==> src/hw/rtl/s2i_pkg.sv <==
// ----------------------------------------------------------------------------
// s2i_pkg
// Types, codes and helper functions shared by the string to integer parser.
// ----------------------------------------------------------------------------
package s2i_pkg;

    localparam int LONG_BITS   = 64;
    localparam int OFFSET_BITS = 16;

    localparam int VALUE_W = 64;
    localparam int EOFF_W  = 16;

    typedef logic [OFFSET_BITS-1:0] t_offset;
    typedef logic [VALUE_W-1:0]     t_value;

    // configuration register indexes
    localparam logic [1:0] REG_NUMBER_BASE = 2'd0;
    localparam logic [1:0] REG_RESULT_KIND = 2'd1;

    // number bases
    localparam logic [4:0] BASE_AUTO = 5'd0;
    localparam logic [4:0] BASE_OCT  = 5'd8;
    localparam logic [4:0] BASE_DEC  = 5'd10;
    localparam logic [4:0] BASE_HEX  = 5'd16;

    // result kinds
    localparam logic [1:0] KIND_U64  = 2'd0;
    localparam logic [1:0] KIND_S64  = 2'd1;
    localparam logic [1:0] KIND_ULNG = 2'd2;
    localparam logic [1:0] KIND_SLNG = 2'd3;

    // status codes
    localparam logic [1:0] ST_OK      = 2'd0;
    localparam logic [1:0] ST_OVF     = 2'd1;
    localparam logic [1:0] ST_NO_CONV = 2'd2;

    // characters
    localparam logic [7:0] CH_NUL   = 8'h00;
    localparam logic [7:0] CH_CASE  = 8'h20;
    localparam logic [7:0] CH_SPACE = 8'h20;
    localparam logic [7:0] CH_PLUS  = 8'h2B;
    localparam logic [7:0] CH_MINUS = 8'h2D;
    localparam logic [7:0] CH_0     = 8'h30;
    localparam logic [7:0] CH_9     = 8'h39;
    localparam logic [7:0] CH_A     = 8'h61;
    localparam logic [7:0] CH_F     = 8'h66;
    localparam logic [7:0] CH_X     = 8'h78;

    typedef enum logic [2:0] {
        PH_SPACE,
        PH_SIGNED,
        PH_AUTO_ZERO,
        PH_HEX_ZERO,
        PH_DIGITS,
        PH_HALT
    } t_phase;

    typedef struct packed {
        t_phase     phase;
        t_value     acc;
        logic       neg;
        logic [4:0] base;
        t_offset    pos;
        t_offset    stop;
        logic       ovf;
        logic       no_conv;
    } t_parse_state;

    typedef struct packed {
        t_value            value;
        logic [EOFF_W-1:0] end_offset;
        logic [1:0]        status;
    } t_result;

    function automatic t_offset offset_inc(input t_offset p);
        return (p == {OFFSET_BITS{1'b1}}) ? p : p + t_offset'(1);
    endfunction

    function automatic logic [EOFF_W-1:0] offset_to_port(input t_offset p);
        logic [31:0] wide;
        wide = 32'(p);
        return wide[EOFF_W-1:0];
    endfunction

endpackage

==> src/hw/rtl/s2i_char_if.sv <==
// ----------------------------------------------------------------------------
// s2i_char_if
// Character stream channel: one string byte per beat.
// ----------------------------------------------------------------------------
interface s2i_char_if;
    logic       valid;
    logic       ready;
    logic [7:0] character;

    modport source (output valid, output character, input ready);
    modport sink   (input valid, input character, output ready);
endinterface

==> src/hw/rtl/s2i_res_if.sv <==
// ----------------------------------------------------------------------------
// s2i_res_if
// Result channel: one parsed integer per beat.
// ----------------------------------------------------------------------------
interface s2i_res_if;
    logic        valid;
    logic        ready;
    logic [63:0] value;
    logic [15:0] end_offset;
    logic [1:0]  status;

    modport source (output valid, output value, output end_offset, output status,
                    input ready);
    modport sink   (input valid, input value, input end_offset, input status,
                    output ready);
endinterface

==> src/hw/rtl/s2i_step.sv <==
// ----------------------------------------------------------------------------
// s2i_step
// Next parse state for one non-NUL character: sign, prefix and digit steps.
// ----------------------------------------------------------------------------
module s2i_step (
    input  logic [7:0]            i_character,
    input  logic [4:0]            i_number_base,
    input  s2i_pkg::t_parse_state i_state,
    output s2i_pkg::t_parse_state o_state
);

    logic [7:0]            lower;
    logic                  is_dec;
    logic                  is_alpha;
    logic                  is_x;
    logic [3:0]            dval;
    logic                  dvalid;
    s2i_pkg::t_offset      pos_inc;
    logic                  first;
    logic                  take;
    logic [4:0]            tbase;
    logic [67:0]           prod;
    logic [64:0]           sum;

    assign lower    = i_character | s2i_pkg::CH_CASE;
    assign is_dec   = (i_character >= s2i_pkg::CH_0) && (i_character <= s2i_pkg::CH_9);
    assign is_alpha = (lower >= s2i_pkg::CH_A) && (lower <= s2i_pkg::CH_F);
    assign is_x     = (lower == s2i_pkg::CH_X);
    assign dval     = is_dec ? i_character[3:0] : 4'(lower - s2i_pkg::CH_A + 8'd10);
    assign dvalid   = is_dec || is_alpha;
    assign pos_inc  = s2i_pkg::offset_inc(i_state.pos);

    always_comb begin
        o_state = i_state;
        first   = 1'b0;
        take    = 1'b0;
        tbase   = i_state.base;
        prod    = '0;
        sum     = '0;

        unique case (i_state.phase)
            s2i_pkg::PH_SPACE: begin
                if (i_character == s2i_pkg::CH_SPACE) begin
                    // skip leading blanks
                end else if (i_character == s2i_pkg::CH_PLUS ||
                             i_character == s2i_pkg::CH_MINUS) begin
                    o_state.neg   = (i_character == s2i_pkg::CH_MINUS);
                    o_state.stop  = pos_inc;
                    o_state.phase = s2i_pkg::PH_SIGNED;
                end else begin
                    first = 1'b1;
                end
            end
            s2i_pkg::PH_SIGNED: first = 1'b1;
            s2i_pkg::PH_AUTO_ZERO: begin
                if (is_x) begin
                    o_state.base  = s2i_pkg::BASE_HEX;
                    o_state.stop  = pos_inc;
                    o_state.phase = s2i_pkg::PH_DIGITS;
                end else begin
                    tbase = s2i_pkg::BASE_OCT;
                    take  = 1'b1;
                end
            end
            s2i_pkg::PH_HEX_ZERO: begin
                if (is_x) begin
                    o_state.stop  = pos_inc;
                    o_state.phase = s2i_pkg::PH_DIGITS;
                end else begin
                    take = 1'b1;
                end
            end
            s2i_pkg::PH_DIGITS: take = 1'b1;
            s2i_pkg::PH_HALT: begin
                // ignore everything up to the NUL
            end
            default: o_state.phase = s2i_pkg::PH_HALT;
        endcase

        // first character after blanks and sign: resolve the base
        if (first) begin
            priority if (i_number_base == s2i_pkg::BASE_AUTO) begin
                if (i_character == s2i_pkg::CH_0) begin
                    o_state.stop  = pos_inc;
                    o_state.phase = s2i_pkg::PH_AUTO_ZERO;
                end else begin
                    tbase = s2i_pkg::BASE_DEC;
                    take  = 1'b1;
                end
            end else if (i_number_base == s2i_pkg::BASE_OCT ||
                         i_number_base == s2i_pkg::BASE_HEX) begin
                tbase = i_number_base;
                if (i_character == s2i_pkg::CH_0) begin
                    o_state.stop  = pos_inc;
                    o_state.phase = (i_number_base == s2i_pkg::BASE_HEX) ?
                                    s2i_pkg::PH_HEX_ZERO : s2i_pkg::PH_DIGITS;
                end else if (i_number_base == s2i_pkg::BASE_HEX && is_x) begin
                    o_state.stop  = pos_inc;
                    o_state.phase = s2i_pkg::PH_DIGITS;
                end else begin
                    take = 1'b1;
                end
            end else if (i_number_base == s2i_pkg::BASE_DEC) begin
                tbase = s2i_pkg::BASE_DEC;
                take  = 1'b1;
            end else begin
                o_state.no_conv = 1'b1;
                o_state.phase   = s2i_pkg::PH_HALT;
            end
        end

        o_state.base = (first || take) ? tbase : o_state.base;

        if (take) begin
            unique case (tbase)
                s2i_pkg::BASE_OCT: prod = {1'b0, i_state.acc, 3'b000};
                s2i_pkg::BASE_HEX: prod = {i_state.acc, 4'b0000};
                s2i_pkg::BASE_DEC: prod = {3'b000, i_state.acc, 1'b0} +
                                          {1'b0, i_state.acc, 3'b000};
                default:           prod = '0;
            endcase
            sum = {1'b0, prod[63:0]} + 65'(dval);

            priority if (tbase == s2i_pkg::BASE_AUTO || !dvalid ||
                         {1'b0, dval} >= tbase) begin
                o_state.stop  = i_state.pos;
                o_state.phase = s2i_pkg::PH_HALT;
            end else if (prod[67:64] != 4'd0 || sum[64]) begin
                o_state.ovf   = 1'b1;
                o_state.phase = s2i_pkg::PH_HALT;
            end else begin
                o_state.acc   = sum[63:0];
                o_state.stop  = pos_inc;
                o_state.phase = s2i_pkg::PH_DIGITS;
            end
        end

        o_state.pos = pos_inc;
    end

endmodule

==> src/hw/rtl/s2i_finish.sv <==
// ----------------------------------------------------------------------------
// s2i_finish
// Range check, clamp and sign handling of the accumulated value at the NUL.
// ----------------------------------------------------------------------------
module s2i_finish (
    input  logic [1:0]            i_result_kind,
    input  s2i_pkg::t_parse_state i_state,
    output s2i_pkg::t_result      o_result
);

    localparam s2i_pkg::t_value ALL1  = {s2i_pkg::VALUE_W{1'b1}};
    localparam s2i_pkg::t_value HALF  = ALL1 >> 1;
    localparam s2i_pkg::t_value LMAX  = ALL1 >> (s2i_pkg::VALUE_W - s2i_pkg::LONG_BITS);
    localparam s2i_pkg::t_value LHALF = LMAX >> 1;

    s2i_pkg::t_value v;
    s2i_pkg::t_value mag;
    s2i_pkg::t_value negv;
    s2i_pkg::t_value value;
    logic            no_conv;
    logic            ovf;
    s2i_pkg::t_offset stop;

    assign v       = i_state.acc;
    assign negv    = s2i_pkg::t_value'(i_state.neg);
    assign mag     = i_state.neg ? (~v + s2i_pkg::t_value'(1)) : v;
    assign no_conv = i_state.no_conv || (i_state.phase == s2i_pkg::PH_SPACE) ||
                     (i_state.phase == s2i_pkg::PH_SIGNED);
    assign stop    = (i_state.phase == s2i_pkg::PH_HALT) ? i_state.stop : i_state.pos;

    always_comb begin
        ovf   = i_state.ovf;
        value = '0;
        unique case (i_result_kind)
            s2i_pkg::KIND_U64: begin
                if (i_state.neg && v > HALF + s2i_pkg::t_value'(1)) ovf = 1'b1;
                value = ovf ? ALL1 : mag;
            end
            s2i_pkg::KIND_S64: begin
                if (v > HALF + negv) ovf = 1'b1;
                value = ovf ? (i_state.neg ? ~HALF : HALF) : mag;
            end
            s2i_pkg::KIND_ULNG: begin
                if ((i_state.neg && v > LHALF + s2i_pkg::t_value'(1)) ||
                    (!i_state.neg && v > LMAX)) ovf = 1'b1;
                value = ovf ? LMAX : (mag & LMAX);
            end
            s2i_pkg::KIND_SLNG: begin
                if (v > LHALF + negv) ovf = 1'b1;
                value = ovf ? (i_state.neg ? ~LHALF : LHALF) : mag;
            end
            default: value = '0;
        endcase

        if (no_conv) begin
            o_result.value      = '0;
            o_result.end_offset = '0;
            o_result.status     = s2i_pkg::ST_NO_CONV;
        end else begin
            o_result.value      = value;
            o_result.end_offset = ovf ? '0 : s2i_pkg::offset_to_port(stop);
            o_result.status     = ovf ? s2i_pkg::ST_OVF : s2i_pkg::ST_OK;
        end
    end

endmodule

==> src/hw/rtl/string_to_integer_parser_core.sv <==
// ----------------------------------------------------------------------------
// string_to_integer_parser_core
// Parses a NUL-terminated ASCII string, one byte per beat, into an integer.
// ----------------------------------------------------------------------------
// A NUL beat's result passes from the input register through the result
//   register to o_res, where a ready sink takes it.
// Throughput: one character per cycle while no NUL stalls, with the digit step
//   (shift-add multiply by the base plus digit add) combinational between input and state.
// A NUL waits in the input register while the previous result is not taken.
// Reset: synchronous, active low; number_base 10, result_kind 0, parser idle.
module string_to_integer_parser_core (
    input  logic        i_clk,
    input  logic        i_rst_n,
    s2i_char_if.sink    i_char,
    s2i_res_if.source   o_res,
    input  logic        i_cfg_we,
    input  logic [1:0]  i_cfg_index,
    input  logic [4:0]  i_cfg_data
);

    logic [4:0]            r_number_base;
    logic [1:0]            r_result_kind;

    logic                  r_in_valid;
    logic [7:0]            r_in_char;

    s2i_pkg::t_phase       r_phase;
    s2i_pkg::t_phase       n_phase;
    s2i_pkg::t_parse_state r_state;
    s2i_pkg::t_parse_state n_state;
    s2i_pkg::t_parse_state cur_state;
    s2i_pkg::t_parse_state step_state;

    logic                  r_out_valid;
    s2i_pkg::t_result      r_result;
    s2i_pkg::t_result      fin_result;

    logic                  is_nul;
    logic                  stall;
    logic                  fire;
    logic                  nul_fire;

    assign is_nul   = (r_in_char == s2i_pkg::CH_NUL);
    assign stall    = r_in_valid && is_nul && r_out_valid && !o_res.ready;
    assign fire     = r_in_valid && !stall;
    assign nul_fire = fire && is_nul;

    assign i_char.ready = !r_in_valid || fire;

    // configuration
    always_ff @(posedge i_clk) begin
        if (!i_rst_n) begin
            r_number_base <= s2i_pkg::BASE_DEC;
            r_result_kind <= s2i_pkg::KIND_U64;
        end else if (i_cfg_we) begin
            if (i_cfg_index == s2i_pkg::REG_NUMBER_BASE) r_number_base <= i_cfg_data;
            if (i_cfg_index == s2i_pkg::REG_RESULT_KIND) r_result_kind <= i_cfg_data[1:0];
        end
    end

    // input register
    always_ff @(posedge i_clk) begin
        if (!i_rst_n) begin
            r_in_valid <= 1'b0;
        end else if (i_char.ready) begin
            r_in_valid <= i_char.valid;
        end
    end

    always_ff @(posedge i_clk) begin
        if (i_char.ready && i_char.valid) begin
            r_in_char <= i_char.character;
        end
    end

    always_comb begin
        cur_state       = r_state;
        cur_state.phase = r_phase;
    end

    s2i_step u_step (
        .i_character   (r_in_char),
        .i_number_base (r_number_base),
        .i_state       (cur_state),
        .o_state       (step_state)
    );

    s2i_finish u_finish (
        .i_result_kind (r_result_kind),
        .i_state       (cur_state),
        .o_result      (fin_result)
    );

    // parse state
    always_comb begin
        n_state = cur_state;
        n_phase = r_phase;
        if (fire) begin
            if (is_nul) begin
                // result captured, start over for the next string
                n_state = '0;
                n_phase = s2i_pkg::PH_SPACE;
            end else begin
                n_state = step_state;
                n_phase = step_state.phase;
            end
        end
    end

    always_ff @(posedge i_clk) begin
        if (!i_rst_n) begin
            r_phase <= s2i_pkg::PH_SPACE;
        end else begin
            r_phase <= n_phase;
        end
    end

    always_ff @(posedge i_clk) begin
        if (!i_rst_n) begin
            r_state <= '0;
        end else begin
            r_state <= n_state;
        end
    end

    // result register
    always_ff @(posedge i_clk) begin
        if (!i_rst_n) begin
            r_out_valid <= 1'b0;
        end else if (nul_fire) begin
            r_out_valid <= 1'b1;
        end else if (o_res.ready) begin
            r_out_valid <= 1'b0;
        end
    end

    always_ff @(posedge i_clk) begin
        if (nul_fire) begin
            r_result <= fin_result;
        end
    end

    assign o_res.valid      = r_out_valid;
    assign o_res.value      = r_result.value;
    assign o_res.end_offset = r_result.end_offset;
    assign o_res.status     = r_result.status;

    a_nul_clears: assert property (@(posedge i_clk) disable iff (!i_rst_n)
        nul_fire |=> (r_phase == s2i_pkg::PH_SPACE) && (r_state.pos == '0))
        else $error("parse state not cleared after NUL beat");

    a_out_from_nul: assert property (@(posedge i_clk) disable iff (!i_rst_n)
        $rose(r_out_valid) |-> $past(nul_fire))
        else $error("result raised without a NUL beat");

    a_stop_le_pos: assert property (@(posedge i_clk) disable iff (!i_rst_n)
        r_state.stop <= r_state.pos)
        else $error("stop offset ahead of position");

    a_ovf_halts: assert property (@(posedge i_clk) disable iff (!i_rst_n)
        (r_state.ovf || r_state.no_conv) |-> (r_phase == s2i_pkg::PH_HALT))
        else $error("overflow or no conversion without halt");

endmodule
==> src/flat_wrapper.sv <==
// flat-port wrapper written by rule: the top's interface ports become plain ports
module string_to_integer_parser_core_flat 
  (i_clk, i_rst_n, i_cfg_we, i_cfg_index, i_cfg_data, i_char_valid, i_char_character, i_char_ready, o_res_valid, o_res_value, o_res_end_offset, o_res_status, o_res_ready);
  s2i_char_if i_char_i ();
  s2i_res_if o_res_i ();
  input  logic i_clk;
  input  logic i_rst_n;
  input  logic i_cfg_we;
  input  logic [1:0] i_cfg_index;
  input  logic [4:0] i_cfg_data;
  input wire logic [$bits(i_char_i.valid)-1:0] i_char_valid;
  input wire logic [$bits(i_char_i.character)-1:0] i_char_character;
  output wire logic [$bits(i_char_i.ready)-1:0] i_char_ready;
  output wire logic [$bits(o_res_i.valid)-1:0] o_res_valid;
  output wire logic [$bits(o_res_i.value)-1:0] o_res_value;
  output wire logic [$bits(o_res_i.end_offset)-1:0] o_res_end_offset;
  output wire logic [$bits(o_res_i.status)-1:0] o_res_status;
  input wire logic [$bits(o_res_i.ready)-1:0] o_res_ready;
  assign i_char_i.valid = i_char_valid;
  assign i_char_i.character = i_char_character;
  assign i_char_ready = i_char_i.ready;
  assign o_res_valid = o_res_i.valid;
  assign o_res_value = o_res_i.value;
  assign o_res_end_offset = o_res_i.end_offset;
  assign o_res_status = o_res_i.status;
  assign o_res_i.ready = o_res_ready;
  string_to_integer_parser_core u_core (.i_clk(i_clk), .i_rst_n(i_rst_n), .i_char(i_char_i), .o_res(o_res_i), .i_cfg_we(i_cfg_we), .i_cfg_index(i_cfg_index), .i_cfg_data(i_cfg_data));
endmodule
==> config.mk <==
export PLATFORM = sky130hd
export DESIGN_NAME = string_to_integer_parser_core_flat
export DESIGN_NICKNAME = d
export VERILOG_FILES = /design/src/hw/rtl/s2i_pkg.sv /design/src/hw/rtl/s2i_char_if.sv /design/src/hw/rtl/s2i_res_if.sv /design/src/hw/rtl/s2i_step.sv /design/src/hw/rtl/s2i_finish.sv /design/src/hw/rtl/string_to_integer_parser_core.sv /design/src/flat_wrapper.sv
export SDC_FILE = /design/constraint.sdc
export NUM_CORES = 1
export LEC_CHECK = 0
export BUFFER_PORTS_ARGS = -buffer_cell sky130_fd_sc_hd__buf_2
export CORE_AREA = 4 4 228 230
export DETAILED_ROUTE_END_ITERATION = 16
export DIE_AREA = 0 0 232 234
export GPL_ROUTABILITY_DRIVEN = 0
export PLACE_DENSITY = 0.6
export SYNTH_ARGS = -nofsm -noshare
export SYNTH_HDL_FRONTEND = slang
export SYNTH_SLANG_ARGS = --single-unit
==> constraint.sdc <==
create_clock -name i_clk -period 5.3 [get_ports i_clk]
set_input_delay 0.53 -clock i_clk [delete_from_list [all_inputs] [get_ports i_clk]]
set_output_delay 0.53 -clock i_clk [all_outputs]
set_load 0.05 [all_outputs]
==> reports/qor.yml, run 1 <==
status:
  status: "finished, final reports clean"
place:
  io_buffers: 103
  dp_hpwl_um: 54300
  place_inst: 3302
  placed_cell_area_mm2: 0.0219
worst_setup_path:
  reg2reg_to: "u_core.o_res.value[1]"
  crit_required_ps: 5500
  critical_path_class: "register to register"
  end_kind: "register"
  rr_startpoint: "u_core.cur_state[56]"
  crit_arrival_ps: 5410
  r2r_setup_slack_ps: 90
  startpoint: "u_core.cur_state[56]"
  crit_path_end: "u_core.o_res.value[1]"
  crit_path_start_kind: "register"
  cp_max_fo: 5
  reg2reg_depth: 15
timing:
  worst_pin_slew_ps: 992
  setup_violations: 0
  fin_crit_ps: 5210
  period_share_pct: 98.4
  hold_viol: 0
  drv_slew: 0
  fin_skew_ps: 61.5
  relSlewSlack_pct: 33.7
  max_freq_ghz: 0.192
synth:
  seq_area_frac_synth_pct: 25.8
  synthesis.nets: 2644
  syn_avg_cell_area_um2: 7.80
  synthArstFlopShare_pct: 0
  synthesis.area_mm2: 0.0194
  synthCells: 2485
  synth-main-ff-cell: "dfxtp_1"
  synth_warnings: 0
  ys_ff_latch: 205
  synth.lib_cells_used.distinct: 99
  synth_edf_count: 90
detailed_routing:
  drc: 0
  route.vias.total: 20900
  postRouteAntennaNets: 0
  drt-initial-drc-count: 2157
  wire_per_inst_um: 21.4
  routed_wl_um: 72000
  routed_via_density: 6.22
  first_pass_iters: 6
cts:
  cts_buffer_depth: 3
  insertion_delay_ps: 610
  hold_buffers: 0
  cts_tree: "done"
  clk_pin_slew_ps: 60
  cts_root_buf: "clkbuf_16"
  cts_buffers: 28
  h-tree-depth: 1
  cts.sinks: 205
floorplan:
  fp.coreArea_mm2: 0.0499
  start_util_pct: 38.9
  rows: 82
  io-pin-count: 104
  die_height_um: 234
  die_area_mm2: 0.0543
  chipWidth_um: 232
cells_and_area:
  drive_gt1_share_pct: 17.7
  antenna-diode-count: 0
  area_growth_syn_to_layout_pct: 19.8
  nNetsFinal: 2825
  layout_commonest_cell: "nand2_1"
  final_cell_mix: "nand2_1 (253), a21oi_1 (249), buf_4 (197), nor2_1 (184), o21ai_0 (168)"
  fin_area_mm2: 0.0232
  fillers: 4938
  final_cells: 3360
global_routing:
  antenna_found_initial: 0
  grt_pass1_vias: 19900
  grt_pass1_wl_um: 112000
  grt_max_degree: 82
  track_usage_pct: 25.5
  grt-ovfl-total: 0
run:
  maxCapViolCount: 0
pwr:
  p_leak_nw: 9.05
  pwr_density_cell_mw_per_mm2: 185
  ir_drop_v: 0.000279
worst_hold_path:
  min_path_type: "input port to register"
[flip-flops by register name, indices dropped and copies added, names as in the netlist, 2 cells and up]
signal / cells
u_core.r_phase: 3
u_core.o_res.value: 64
u_core.cur_state: 104
u_core.o_res.end_offset: 16
u_core.r_number_base: 5
u_core.o_res.status: 2
u_core.r_in_char: 8
[worst max-delay path, cell delays in order (launching register included)]
cell and delay, ps:
dfxtp_1 400, buf_4 200, or4_1 610, nor4b_4 430, buf_4 170, nand2_1 50, or4_1 600, or3_1 500
or2_1 320, or3_1 340, a31oi_1 180, buf_4 150, nor2_1 60, nor2_1 150, a21o_2 280, o21ai_0 330
[kinds of logic after synthesis]
logic type | after synthesis | synth area share [%]
buf+inv | 213 | 4.51
xor+xnor | 158 | 7.14
fa+ha+maj | 139 | 9.05
simple gates | 856 | 22.1
compound gates | 889 | 30.1
flops | 205 | 25.8
mux | 25 | 1.32
[per-stage QoR]
stage | util, % | setup TNS [ps] | worst slack (ps) | power [W] | hold slack (ps)
after floorplan | - | 0 | 26.8 | 0.00202 | 437
after global placement | 43.9 | -114 | -111 | 0.00223 | 457
after detailed placement | 43.9 | -369 | -189 | 0.00223 | 463
after CTS | 46.0 | 0 | 27.6 | 0.00430 | 70.6
after global routing | 46.6 | -32.0 | -21.2 | 0.00443 | 79.8
final | 46.6 | 0 | 85.3 | 0.00430 | 94.8
[metal layers]
metal  global-route usage [%]  share of wire, %  vias to the layer above  wire length (um)
li1                         -                 -                     9781                 -
met1                     33.2                42                     9884             30500
met2                     41.8                45                     1015             32500
met3                     3.83               7.6                      205              5440
met4                     11.5               5.0                        0              3600
met5                        0                 0                        -                 0
[Yosys cell counts (53+ instances only)]
library cell | number | area (um2)
ha_1 | 137 | 1710
xor2_1 | 80 | 701
nor2_1 | 185 | 694
clkbuf_1 | 122 | 458
nand4_1 | 53 | 332
nand3_1 | 62 | 310
a21oi_1 | 256 | 1280
o21ai_0 | 173 | 866
nor3_1 | 57 | 285
dfxtp_1 | 115 | 2300
nand2_1 | 255 | 957
xnor2_1 | 78 | 683
edfxtp_1 | 90 | 2700
[how the worst min path moves through the flow]
stage,start,slack (ps),cells past startpoint,endpoint
2_1_floorplan,u_core.cur_state[0],440,2,u_core.cur_state[0]
3_3_place_gp,u_core.cur_state[0],460,2,u_core.cur_state[0]
3_5_place_dp,u_core.cur_state[0],460,2,u_core.cur_state[0]
4_1_cts,i_char_character[2],70,1,u_core.r_in_char[2]
5_1_grt,i_char_character[6],80,1,u_core.r_in_char[6]
6_report,i_char_character[2],90,1,u_core.r_in_char[2]
[final cells by class]
type	count	area, um2	share of cell area, %
multi-input combinational	2067	13800	59.6
sequential	205	5020	21.6
timing repair buffer	321	2360	10.2
tap	672	841	3.62
clock buffer	35	757	3.26
clock inverter	17	243	1.05
inverter	43	164	0.706
[repair_timing]
item                       CTS  global route
pin swaps                    4            11
gates cloned                 0             0
resized for setup            8            61
setup buffers                2             4
setup endpoints to repair   66            87
[where the power goes]
part | leakage (nW) | internal (W) | switching (W)
registers | 1.63 | 0.00166 | 0.0000238
logic | 6.94 | 0.000169 | 0.000391
clock network | 0.486 | 0.00126 | 0.000800
total | 9.05 | 0.00308 | 0.00121
Note: power is estimated with default switching activity, not from simulation.
==> inputs of run 2 (changes only) <==
- CELL_PAD_IN_SITES_DETAIL_PLACEMENT: not set -> 1
- CELL_PAD_IN_SITES_GLOBAL_PLACEMENT: not set -> 2
- CORE_AREA: 4 4 228 230 -> 4 4 244 246
- DIE_AREA: 0 0 232 234 -> 0 0 248 250
- PLACE_DENSITY: 0.6 -> 0.8
- RECOVER_POWER: not set -> 50
==> run 2 against run 1 <==
The run now ends with max-capacitance violations, max-slew violations left; worst setup slack better by 71 ps; clock power is 9% lower; cell area did not move; final cell count rose by 3.2%; critical path depth rose by 1; worst hold slack improved by 45 ps; clock skew decreased by 42 ps; critical path type unchanged.
==> reports/qor.yml, run 2 (same netlist as run 1, synthesis figures left out) <==
place:
  dp_hpwl_um: 63500
  dp_worst_setup_slack_ps: -45.3
  place_inst: 3406
  io_buffers: 103
  placed_cell_area_mm2: 0.0221
pwr:
  p_leak_nw: 8.86
  ir_drop_v: 0.000236
  internal_power_w: 0.00293
  clkPwrFrac_pct: 45.3
  combPwrFrac_pct: 14.1
  seqPwrFrac_pct: 40.7
  p_sw_w: 0.00121
  pwr_density_cell_mw_per_mm2: 178
  switching_share_pct: 29.2
worst_setup_path:
  crit_path_start_kind: "register"
  critical_path_class: "register to register"
  crit_chain: "ha_2 -> nand4_1 -> a2111o_1 -> a311oi_2 -> nor3_1 -> nor3_2 -> a2bb2o_2 -> nor4_2 -> or3b_4 -> nor4_4 -> a31o_1 -> buf_4 -> buf_4 -> nor3_2 -> buf_12 -> a22o_1"
  crit_required_ps: 5740
  cpPeakStageDelay_ps: 600
  end_kind: "register"
  crit_arrival_ps: 5580
  cp_max_fo: 27
  critPathSlowestCell: "a2111o_1"
cells_and_area:
  drive_gt1_share_pct: 15.2
  final_cell_mix: "nand2_1 (254), a21oi_1 (248), buf_4 (219), nor2_1 (183), o21ai_0 (167)"
  fillers: 6995
  fin_util_pct: 40.5
  largest_register_ff_count: 104
  layout_commonest_cell: "nand2_1"
  fin_area_mm2: 0.0232
  nNetsFinal: 2843
  area_growth_syn_to_layout_pct: 19.8
  antenna-diode-count: 0
  final_cells: 3469
floorplan:
  chipWidth_um: 248
  die_height_um: 250
  rows: 88
  io-pin-count: 104
  die_area_mm2: 0.0620
  fp.coreArea_mm2: 0.0574
  start_util_pct: 33.8
timing:
  period_share_pct: 97.1
  max_freq_ghz: 0.194
  hold_viol: 0
  drv_slew: 65
  setup_ws_ps: 156
  relSlewSlack_pct: -42.1
  worst_pin_slew_ps: 2130
  worst_hold_slack_ps: 139
  fin_skew_ps: 19.7
  setup_violations: 0
  fin_crit_ps: 5140
global_routing:
  grt_pass1_vias: 21700
  track_usage_pct: 26.0
  antenna_found_initial: 0
  grt_max_degree: 58
  grt-ovfl-total: 0
  grt_pass1_wl_um: 128000
cts:
  h-tree-depth: 1
  cts.sinks: 205
  cts_buffer_depth: 3
  cts_root_buf: "clkbuf_16"
  insertion_delay_ps: 570
  hold_buffers: 0
  clk_pin_slew_ps: 60
  cts_buffers: 26
  cts_tree: "done"
detailed_routing:
  routed_wl_um: 83700
  drt-initial-drc-count: 1798
  drc: 0
  postRouteAntennaNets: 0
  route.vias.total: 21400
  wire_per_inst_um: 24.1
  routed_via_density: 6.18
  first_pass_iters: 8
status:
  status: "finished, violations left"
  violations: "max-capacitance violations, max-slew violations"
worst_hold_path:
  min_path_type: "input port to register"
run:
  maxCapViolCount: 2
==> run 2: path summary, 6_finish.rpt <==
check | start | endpoint | slack, ps | cells after the start
min reg2reg | u_core.cur_state[0] | u_core.cur_state[0] | 490 | 2
max reg2reg | u_core.cur_state[46] | u_core.cur_state[92] | 160 | 16
max | u_core.cur_state[46] | u_core.cur_state[92] | 160 | 16
min | i_char_character[5] | u_core.r_in_char[5] | 140 | 1
==> run 2: worst max-delay path: cells and delay by family, from the launching register on <==
| family | cells | cell delay (ps) |
|---|---|---|
| fa+ha+maj | 1 | 460 |
| flops | 1 | 370 |
| compound gates | 5 | 1790 |
| buf+inv | 3 | 510 |
| simple gates | 7 | 1850 |
==> run 2: per-stage QoR <==
step,power (W),setup TNS (ps)
2_1_floorplan,0.00202,0
3_5_place_dp,0.00226,-45.3
4_1_cts,0.00413,0
5_1_grt,0.00427,-45.4
6_report,0.00414,0
3_3_place_gp,0.00224,-104
==> run 2: per-layer routing <==
layer  share of wire [%]  vias up  GRT usage [%]
met3                 6.0      161           2.85
met5                   0        -              0
li1                    -     9802              -
met4                 3.6        0           8.78
met1                  44    10700           35.1
met2                  47      761           43.0
==> run 2: area by class of cell <==
cell class                      count  area, um2  area share, %
Sequential cell                   205       5010           21.6
Clock inverter                     18        176          0.760
Inverter                           43        163          0.700
Timing Repair Buffer              341       2370           10.2
Multi-Input combinational cell   2067      13800           59.6
Tap cell                          765        957           4.12
Clock buffer                       30        707           3.04
==> run 2: timing repair <==
| action | in CTS | in global routing |
|---|---|---|
| setup endpoints to repair | 1 | 84 |
| pin swaps | 0 | 13 |
| gates resized for setup | 1 | 63 |
| buffers inserted | 0 | 15 |
==> run 2: power by group through the flow <==
stage / clock, W / sequential (W) / combinational (W)
2_1_floorplan: 0 / 0.00171 / 0.000318
3_3_place_gp: 0 / 0.00171 / 0.000531
3_5_place_dp: 0 / 0.00171 / 0.000544
4_1_cts: 0.00190 / 0.00168 / 0.000547
5_1_grt: 0.00197 / 0.00168 / 0.000615
6_report: 0.00187 / 0.00168 / 0.000583
